--- src/rtl/core/crc32sh_pkg.sv ---
// ----------------------------------------------------------------------------
// crc32sh_pkg
// Shared types, constants and the on-the-fly CRC table entry function.
// ----------------------------------------------------------------------------
package crc32sh_pkg;

	localparam int unsigned HASH_W     = 32;
	localparam int unsigned BYTE_W     = 8;
	localparam int unsigned CNT_W      = 3;

	localparam logic [HASH_W-1:0] POLY_RESET = 32'h04C1_1DB7;
	localparam logic [CNT_W-1:0]  CNT_EMPTY  = 3'd0;
	localparam logic [CNT_W-1:0]  CNT_ONE    = 3'd1;
	localparam logic [CNT_W-1:0]  CNT_TWO    = 3'd2;
	localparam logic [CNT_W-1:0]  CNT_THREE  = 3'd3;
	localparam logic [CNT_W-1:0]  CNT_FULL   = 3'd4;

	// one input request
	typedef struct packed {
		logic [BYTE_W-1:0] byte_value;
		logic              last;
		logic              empty_req;
	} item_t;

	// entry for a top byte: byte at bit 24, eight MSB-first division steps
	function automatic logic [HASH_W-1:0] table_entry(
		input logic [BYTE_W-1:0] top,
		input logic [HASH_W-1:0] poly
	);
		logic [HASH_W-1:0] r;
		r = {top, 24'h0};
		for (int k = 0; k < 8; k++) begin
			if (r[HASH_W-1]) begin
				r = {r[HASH_W-2:0], 1'b0} ^ poly;
			end else begin
				r = {r[HASH_W-2:0], 1'b0};
			end
		end
		return r;
	endfunction

endpackage

--- src/rtl/core/crc32_string_hash.sv ---
// ----------------------------------------------------------------------------
// crc32_string_hash
// MSB-first augmented CRC-32 hash of a byte string, one byte per request.
// ----------------------------------------------------------------------------
// Path: a last (or empty) request is captured by the input register, and its
//   hash by the result register once that register can take it.
// Throughput: one request per cycle unless a finished hash is stuck; byte
//   update and table entry are one combinational pass, input to state regs.
// Reset: arst_n clears all control and hash state; polynomial -> 0x04C11DB7.
// ----------------------------------------------------------------------------
module crc32_string_hash (
	input  logic                           clk,
	input  logic                           arst_n,
	// polynomial register write
	input  logic                           poly_wr_en,
	input  logic [crc32sh_pkg::HASH_W-1:0] poly_wr_data,
	// byte requests
	input  logic                           in_valid,
	output logic                           in_ready,
	input  logic [crc32sh_pkg::BYTE_W-1:0] byte_value,
	input  logic                           last,
	input  logic                           empty_req,
	// hash results
	output logic                           out_valid,
	input  logic                           out_ready,
	output logic [crc32sh_pkg::HASH_W-1:0] hash_value
);

	crc32sh_pkg::item_t             in_item;
	crc32sh_pkg::item_t             item_s1;
	logic                           valid_s1;
	logic                           take;
	logic                           out_free;
	logic                           res_valid;
	logic [crc32sh_pkg::HASH_W-1:0] res_hash;

	assign in_item.byte_value = byte_value;
	assign in_item.last       = last;
	assign in_item.empty_req  = empty_req;

	// Input register. A request moves on whenever the core takes it, so a
	// new byte is accepted every cycle unless a finished hash is stuck.
	crc32sh_in_stage u_in (
		.clk      (clk),
		.arst_n   (arst_n),
		.in_valid (in_valid),
		.in_ready (in_ready),
		.in_item  (in_item),
		.take     (take),
		.valid_s1 (valid_s1),
		.item_s1  (item_s1)
	);

	// Hash state: first byte loads the top, bytes 1..3 pack below it until
	// a zero byte, then invert; later bytes shift in and XOR the table entry
	// of the old top byte. A zero byte after byte 0 freezes the hash until
	// the string ends. A request that ends a string only goes when the
	// result register can take its hash.
	crc32sh_core u_core (
		.clk          (clk),
		.arst_n       (arst_n),
		.poly_wr_en   (poly_wr_en),
		.poly_wr_data (poly_wr_data),
		.valid_s1     (valid_s1),
		.item_s1      (item_s1),
		.out_free     (out_free),
		.take         (take),
		.res_valid    (res_valid),
		.res_hash     (res_hash)
	);

	// Result register, parting the consumer from the hash pipeline.
	crc32sh_out_reg u_out (
		.clk        (clk),
		.arst_n     (arst_n),
		.res_valid  (res_valid),
		.res_hash   (res_hash),
		.out_free   (out_free),
		.out_valid  (out_valid),
		.out_ready  (out_ready),
		.hash_value (hash_value)
	);

endmodule

--- src/rtl/core/crc32sh_in_stage.sv ---
// ----------------------------------------------------------------------------
// crc32sh_in_stage
// Input register: holds one request until the core takes it.
// ----------------------------------------------------------------------------
module crc32sh_in_stage (
	input  logic                clk,
	input  logic                arst_n,
	input  logic                in_valid,
	output logic                in_ready,
	input  crc32sh_pkg::item_t  in_item,
	input  logic                take,
	output logic                valid_s1,
	output crc32sh_pkg::item_t  item_s1
);

	logic vld_s1;

	assign in_ready = !vld_s1 || take;
	assign valid_s1 = vld_s1;

	always_ff @(posedge clk or negedge arst_n) begin
		if (!arst_n) begin
			vld_s1 <= 1'b0;
		end else if (in_ready) begin
			vld_s1 <= in_valid;
		end
	end

	always_ff @(posedge clk) begin
		if (in_ready && in_valid) begin
			item_s1 <= in_item;
		end
	end

endmodule

--- src/rtl/core/crc32sh_core.sv ---
// ----------------------------------------------------------------------------
// crc32sh_core
// Hash state, polynomial register and the per-byte update.
// ----------------------------------------------------------------------------
module crc32sh_core (
	input  logic                                 clk,
	input  logic                                 arst_n,
	input  logic                                 poly_wr_en,
	input  logic [crc32sh_pkg::HASH_W-1:0]       poly_wr_data,
	input  logic                                 valid_s1,
	input  crc32sh_pkg::item_t                   item_s1,
	input  logic                                 out_free,
	output logic                                 take,
	output logic                                 res_valid,
	output logic [crc32sh_pkg::HASH_W-1:0]       res_hash
);

	logic [crc32sh_pkg::HASH_W-1:0] poly_q;
	logic [crc32sh_pkg::HASH_W-1:0] acc_q, acc_n, acc_upd;
	logic [crc32sh_pkg::CNT_W-1:0]  cnt_q, cnt_n, cnt_upd;
	logic                           stop_q, stop_n, stop_upd;
	logic                           ends;
	logic                           zero_byte;

	assign ends      = item_s1.last || item_s1.empty_req;
	assign take      = valid_s1 && (!ends || out_free);
	assign res_valid = take && ends;
	assign zero_byte = (item_s1.byte_value == '0);

	// byte update, ignoring string end
	always_comb begin
		acc_upd  = acc_q;
		cnt_upd  = cnt_q;
		stop_upd = stop_q;
		if (!stop_q) begin
			unique case (cnt_q)
				crc32sh_pkg::CNT_EMPTY: begin
					acc_upd = {item_s1.byte_value, 24'h0};
					cnt_upd = crc32sh_pkg::CNT_ONE;
				end
				crc32sh_pkg::CNT_ONE: begin
					if (zero_byte) begin
						stop_upd = 1'b1;
					end else begin
						acc_upd = acc_q | {8'h0, item_s1.byte_value, 16'h0};
						cnt_upd = crc32sh_pkg::CNT_TWO;
					end
				end
				crc32sh_pkg::CNT_TWO: begin
					if (zero_byte) begin
						stop_upd = 1'b1;
					end else begin
						acc_upd = acc_q | {16'h0, item_s1.byte_value, 8'h0};
						cnt_upd = crc32sh_pkg::CNT_THREE;
					end
				end
				crc32sh_pkg::CNT_THREE: begin
					if (zero_byte) begin
						stop_upd = 1'b1;
					end else begin
						// fourth byte packed: invert the register
						acc_upd = ~(acc_q | {24'h0, item_s1.byte_value});
						cnt_upd = crc32sh_pkg::CNT_FULL;
					end
				end
				default: begin
					if (zero_byte) begin
						stop_upd = 1'b1;
					end else begin
						acc_upd = {acc_q[23:0], item_s1.byte_value}
							^ crc32sh_pkg::table_entry(acc_q[31:24], poly_q);
					end
				end
			endcase
		end
	end

	always_comb begin
		if (item_s1.empty_req) begin
			res_hash = '0;
		end else if (cnt_upd == crc32sh_pkg::CNT_FULL) begin
			res_hash = ~acc_upd;
		end else begin
			res_hash = acc_upd;
		end
		if (ends) begin
			acc_n  = '0;
			cnt_n  = crc32sh_pkg::CNT_EMPTY;
			stop_n = 1'b0;
		end else begin
			acc_n  = acc_upd;
			cnt_n  = cnt_upd;
			stop_n = stop_upd;
		end
	end

	always_ff @(posedge clk or negedge arst_n) begin
		if (!arst_n) begin
			poly_q <= crc32sh_pkg::POLY_RESET;
			acc_q  <= '0;
			cnt_q  <= crc32sh_pkg::CNT_EMPTY;
			stop_q <= 1'b0;
		end else begin
			if (poly_wr_en) begin
				poly_q <= poly_wr_data;
			end
			if (take) begin
				acc_q  <= acc_n;
				cnt_q  <= cnt_n;
				stop_q <= stop_n;
			end
		end
	end

endmodule

--- src/rtl/core/crc32sh_out_reg.sv ---
// ----------------------------------------------------------------------------
// crc32sh_out_reg
// Result register: holds a finished hash until the consumer takes it.
// ----------------------------------------------------------------------------
module crc32sh_out_reg (
	input  logic                           clk,
	input  logic                           arst_n,
	input  logic                           res_valid,
	input  logic [crc32sh_pkg::HASH_W-1:0] res_hash,
	output logic                           out_free,
	output logic                           out_valid,
	input  logic                           out_ready,
	output logic [crc32sh_pkg::HASH_W-1:0] hash_value
);

	logic                           vld_q;
	logic [crc32sh_pkg::HASH_W-1:0] hash_q;

	assign out_free   = !vld_q || out_ready;
	assign out_valid  = vld_q;
	assign hash_value = hash_q;

	always_ff @(posedge clk or negedge arst_n) begin
		if (!arst_n) begin
			vld_q <= 1'b0;
		end else if (out_free) begin
			vld_q <= res_valid;
		end
	end

	always_ff @(posedge clk) begin
		if (out_free && res_valid) begin
			hash_q <= res_hash;
		end
	end

endmodule

--- config.mk ---
export PLATFORM = sky130hd
export DESIGN_NAME = crc32_string_hash
export DESIGN_NICKNAME = d
export VERILOG_FILES = /design/src/rtl/core/crc32sh_pkg.sv /design/src/rtl/core/crc32_string_hash.sv /design/src/rtl/core/crc32sh_in_stage.sv /design/src/rtl/core/crc32sh_core.sv /design/src/rtl/core/crc32sh_out_reg.sv
export SDC_FILE = /design/constraint.sdc
export NUM_CORES = 1
export LEC_CHECK = 0
export BUFFER_PORTS_ARGS = -buffer_cell sky130_fd_sc_hd__buf_2
export CORE_ASPECT_RATIO = 1.75
export CORE_MARGIN = 10
export CORE_UTILIZATION = 33
export DETAILED_ROUTE_END_ITERATION = 8
export PLACE_DENSITY_LB_ADDON = 0.3
export SYNTH_ARGS = -nofsm -noshare
export SYNTH_HDL_FRONTEND = slang
export SYNTH_HIERARCHICAL = 1
export SYNTH_SLANG_ARGS = --single-unit
--- constraint.sdc ---
create_clock -name clk -period 10.4 [get_ports clk]
set_input_delay 2.6 -clock clk [delete_from_list [all_inputs] [get_ports clk]]
set_output_delay 2.6 -clock clk [all_outputs]
set_load 0.005 [all_outputs]
==> flow_summary.toml, run 1 <==
[run_status]
outcome = "finished, final reports clean"

[place]
dp_slack_ps = 3980
dp_hpwl_um = 28600
postPlaceCellArea_um2 = 12000
gp_congestion = 0.890
portBuffers = 80

[power]
p_per_area_nw_per_um2 = 270
peakVddDrop_v = 0.000172
cellLeakagePower_nw = 4.56

[synth]
syn_area_um2 = 11400
yosys.area.top_type = "dfrtp_1"
ys_seq_area_frac = 0.266
synth_top_cell_area_share = 0.123
yosysWarnings = 6
synth_edf_count = 42
synth_ff_type = "dfrtp_1"
syn_nets = 1482
synth_area_leaders = "dfrtp_1, edfxtp_1, xnor2_1"
ys_async_sr_fraction = 0.625
yosys_register_bits = 112
synth_cell_types = 75
synthCells = 1435
syn_avg_cell_area_um2 = 7.95

[worst_hold_path]
hold_path_end = "u_out/out_valid"
holdCritStartpoint = "u_out/out_valid"
hp-class = "reg -> reg"
whs_path_depth = 2

[cts]
cts_tree = "built"
hold_buffers = 0
cts_resized = 0
cts_root_buf = "clkbuf_16"
cts_sinks = 112
htree_levels = 3
clkLatencyLatePin_ps = 390
postCtsSetupBuffers = 0
clock_path_buffers = 2
clk_pin_slew_ps = 70
numCtsBuffers = 9

[critical_path]
rr_endpoint = "u_out/hash_value[4]"
reg2reg_depth = 13
worstSetupPathType = "in -> out"
end_kind = "output port"
worstPathMaxFanout = 36
crit_chain = "buf_2, nand2b_4, o21ai_2, buf_4, inv_1, nand2b_4, buf_2"
reg2reg_from = "u_core/poly_q[31]"
cp-start-kind = "primary input"
rrSetupSlack_ps = 4520
cp_slowest_cell = "buf_4"
crit_required_ps = 7800
max_stage_delay_ps = 410
worstPathArrival_ps = 3830

[floorplanning]
io-pin-count = 81
initial_core_util = 0.332
die_h_um = 266
dieArea_um2 = 42700
core_um2 = 34300
fp.dieW_um = 161
row_count = 90

[cells_and_area]
final_cell_mix = "nand2_1, xnor2_1, o21ai_0, buf_2, nor4_1"
postLayoutCoreUtil = 0.356
final_common_cell = "nand2_1"
syn_to_final_growth_pct = 7.29
drive_gt1_frac = 0.139
multi_input_comb_area_um2 = 7690
diodes = 0
fillers = 3607
final_cell_area_um2 = 12200
regArea_um2 = 3030
finalNetCount = 1440

[sta]
maxSlewViolCount = 0
slew_headroom = 0.273
period_needed_ps = 6430
timing.fmax_mhz = 156
rsz0062_at_grt = "false"
worst_hold_slack_ps = 571
tightest_slew_ps = 1090
setup-tns-final_ps = 0
finalSetupViolations = 0
final_hold_viol_count = 0
fin_ws_ps = 3970
finalCritPeriodShare = 0.618
finClkSkew_ps = 15.3

[global_route]
grt_pass1_vias = 11133
grt_pass1_wl_um = 64600
grt_overflow = 0
antenna_found_initial = 0
grt_usage = 0.190
grt_max_degree = 64

[route]
postRouteAntennaNets = 0
routed_wl_um = 42000
via_per_inst = 6.21
post_drt_wl_per_cell_um = 22.6
drt_iter0_markers = 1262
drt-pass1-iter-count = 6
drcViolationCount = 0
via_count = 11537

[job]
maxCapViolations = 0
[layer usage]
layer / vias to the layer above / GRT usage / share of wire
met1: 5574 / 0.212 / 0.38
met5: - / 0 / 0
met4: 0 / 0.107 / 0.053
met2: 552 / 0.340 / 0.51
met3: 132 / 0.0252 / 0.061
li1: 5279 / - / -
[synth_stat cells, drive strengths merged (22+ instances only)]
cell and count:
nor3 39, mux2i 39, dfrtp 56, o221ai 22
o211a 29, nand3 26, nand2 196, a21oi 48
buf 46, nor4 75, nor3b 22, o21ai 148
xnor2 133, a211oi 54, a31oi 35, edfxtp 42
inv 34, o22a 26, clkbuf 106, and4 31
nor2 51
[sequential cells by signal, indices dropped and copies added (netlist names)]
register	flops
u_core/acc_q	32
u_core/poly_q	32
u_out/hash_value	32
u_in/item_s1	10
u_core/cnt_q	3
u_core/stop_q	1
u_in/valid_s1	1
u_out/out_valid	1
[cell families after synthesis]
logic type,Yosys count,share of synthesized area
simple gates,504,0.246
compound gates,449,0.271
buf+inv,186,0.0679
xor+xnor,140,0.110
flops,112,0.266
mux,44,0.0395
[per-stage QoR]
| step | total power [mW] | std cells |
|---|---|---|
| 2_1_floorplan | 2.39 | 1435 |
| 3_3_place_gp | 2.86 | 1842 |
| 3_5_place_dp | 2.90 | 1842 |
| 4_1_cts | 3.26 | 1858 |
| 5_1_grt | 3.49 | 1858 |
| 6_report | 3.30 | 1858 |
[worst max-delay path by stage]
stage / to / from / cells after the start
2_1_floorplan: in_ready / out_ready / 4
3_3_place_gp: in_ready / out_ready / 7
3_5_place_dp: in_ready / out_ready / 7
4_1_cts: in_ready / out_ready / 7
5_1_grt: in_ready / out_ready / 7
6_report: in_ready / out_ready / 7
[cell type report]
| class | instances | area share |
|---|---|---|
| Sequential cell | 112 | 0.248 |
| Clock inverter | 4 | 0.00245 |
| Inverter | 34 | 0.0104 |
| Timing Repair Buffer | 99 | 0.0446 |
| Multi-Input combinational cell | 1137 | 0.629 |
| Clock buffer | 12 | 0.0193 |
| Tap cell | 460 | 0.0470 |
[power breakdown]
group	leakage, nW	switching [mW]	internal [mW]	total [mW]
sequential	1.29	0.0974	0.522	0.619
clock	0.128	0.183	0.165	0.348
combinational	3.14	1.55	0.784	2.33
total	4.56	1.83	1.47	3.30
[critical path: cells and delay by family]
family / cells / cell delay, ps
buffers and inverters: 4 / 780
AND/OR/NAND/NOR: 2 / 310
AO/OA/AOI/OAI: 1 / 120
(Power assumes the default switching activity.)
==> run 2: changes to the inputs <==
clock period = 6.05 ns   (was 10.4 ns; I/O delays follow)
==> flow_summary.toml, run 2 (synthesized netlist as in run 1, its figures left out) <==
[global_route]
grt_pass1_vias = 11362
grt_usage = 0.204
grt_max_degree = 58
antenna_found_initial = 0
grt_pass1_wl_um = 68300
grt_overflow = 0

[sta]
rsz0062_at_grt = "false"
maxSlewViolCount = 0
setup-tns-final_ps = 0
period_needed_ps = 5160
tightest_slew_ps = 1230
final_hold_viol_count = 0
finClkSkew_ps = 16.6
finalSetupViolations = 0
timing.fmax_mhz = 194
worst_hold_slack_ps = 574
finalCritPeriodShare = 0.853
slew_headroom = 0.174

[cells_and_area]
diodes = 0
syn_to_final_growth_pct = 9.03
final_common_cell = "nand2_1"
final_cell_mix = "nand2_1, xnor2_1, o21ai_0, buf_2, nor4_1"
final_cell_area_um2 = 12400
finalNetCount = 1461
drive_gt1_frac = 0.154

[cts]
postCtsSetupBuffers = 0
numCtsBuffers = 9
clk_pin_slew_ps = 80
clkLatencyLatePin_ps = 400
hold_buffers = 0
clock_path_buffers = 2
cts_tree = "built"
htree_levels = 3
cts_resized = 0
cts_sinks = 112
cts_root_buf = "clkbuf_16"

[critical_path]
cp_slowest_cell = "dfrtp_1"
crit_chain = "o21ai_0, a32o_1, o21ai_1, o311ai_2, a21o_1, a22oi_4, mux2i_1, xnor3_2, xnor2_4, o21ai_0, and2_1, o311ai_1"
reg2reg_depth = 12
crit_top_cell = "o21ai_0"
crit_required_ps = 6170
crit_buf_inv = 0
worstPathArrival_ps = 5280
max_stage_delay_ps = 800
end_kind = "register"
worstPathMaxFanout = 19
cp-start-kind = "register"
critical_path.top_delay_family = "compound AO/OA/AOI/OAI gates"
critical_path_depth = 12
worstSetupPathType = "reg -> reg"

[place]
dp_hpwl_um = 31400
postPlaceCellArea_um2 = 12200
portBuffers = 80
gp_congestion = 0.953

[power]
p_per_area_nw_per_um2 = 472
cellLeakagePower_nw = 4.68
peakVddDrop_v = 0.000344

[route]
drt_iter0_markers = 966
via_count = 11623
via_per_inst = 6.19
drt-pass1-iter-count = 7
routed_wl_um = 44500
post_drt_wl_per_cell_um = 23.7
drcViolationCount = 0
postRouteAntennaNets = 0

[floorplanning]
fp.dieW_um = 161
io-pin-count = 81
initial_core_util = 0.332
core_um2 = 34300
row_count = 90
die_h_um = 266
dieArea_um2 = 42700

[job]
maxCapViolations = 0

[worst_hold_path]
hp-class = "reg -> reg"
whs_path_depth = 2

[run_status]
outcome = "finished, final reports clean"
## run 2: changes by cell type in the layout (fill, tap and decap cells not counted), moves of 2 or more
cell and delta:
buf_4 +17, buf_12 +4, clkbuf_1 -2, clkinvlp_4 +2
## run 2: layer usage
layer	up-vias	part of all wire	wire length, um	track usage
met3	183	0.047	2080	0.0255
met4	0	0.073	3250	0.145
met1	5618	0.37	16600	0.220
li1	5322	-	-	-
met2	500	0.51	22600	0.359
met5	-	0	0	0
## run 2: worst paths after layout
path	slack (ps)	endpoint	start
min in group asynchronous	960	u_core/poly_q[30]	arst_n
setup reg to reg	890	u_out/hash_value[1]	u_core/poly_q[30]
setup / recovery	890	u_out/hash_value[1]	u_core/poly_q[30]
max in group asynchronous	3920	u_core/acc_q[31]	arst_n
hold / removal	570	u_out/out_valid	u_out/out_valid
hold reg to reg	570	u_out/out_valid	u_out/out_valid
## run 2: layout make-up
cell class | instances | area (um^2)
inverters | 34 | 128
flip-flops and latches | 112 | 3030
multi-input cells | 1137 | 7670
clock inverters | 5 | 40.0
fillers | 3637 | 21900
well taps | 460 | 576
clock buffers | 11 | 243
repair buffers | 120 | 753
## run 2: power by group
group	switching, mW	leakage, nW	total (mW)	internal [mW]
clock	0.324	0.129	0.619	0.295
sequential	0.163	1.29	1.06	0.898
combinational	2.71	3.26	4.19	1.49
total	3.19	4.68	5.87	2.68
## run 2: worst min-delay path: cells and delay by family (launching register included)
family | cells | cell delay, ps
DFF | 1 | 390
and+or+nand+nor | 2 | 150
## run 2: metrics by stage
| step | setup slack [ps] | instances | total power, mW | util |
|---|---|---|---|---|
| global route | 572 | 1879 | 6.24 | 0.362 |
| global placement | 1070 | 1863 | 5.13 | 0.354 |
| floorplan | 2180 | 1435 | 4.10 | - |
| CTS | 961 | 1879 | 5.82 | 0.362 |
| finish | 887 | 1879 | 5.87 | 0.362 |
| detailed placement | 1000 | 1863 | 5.18 | 0.354 |
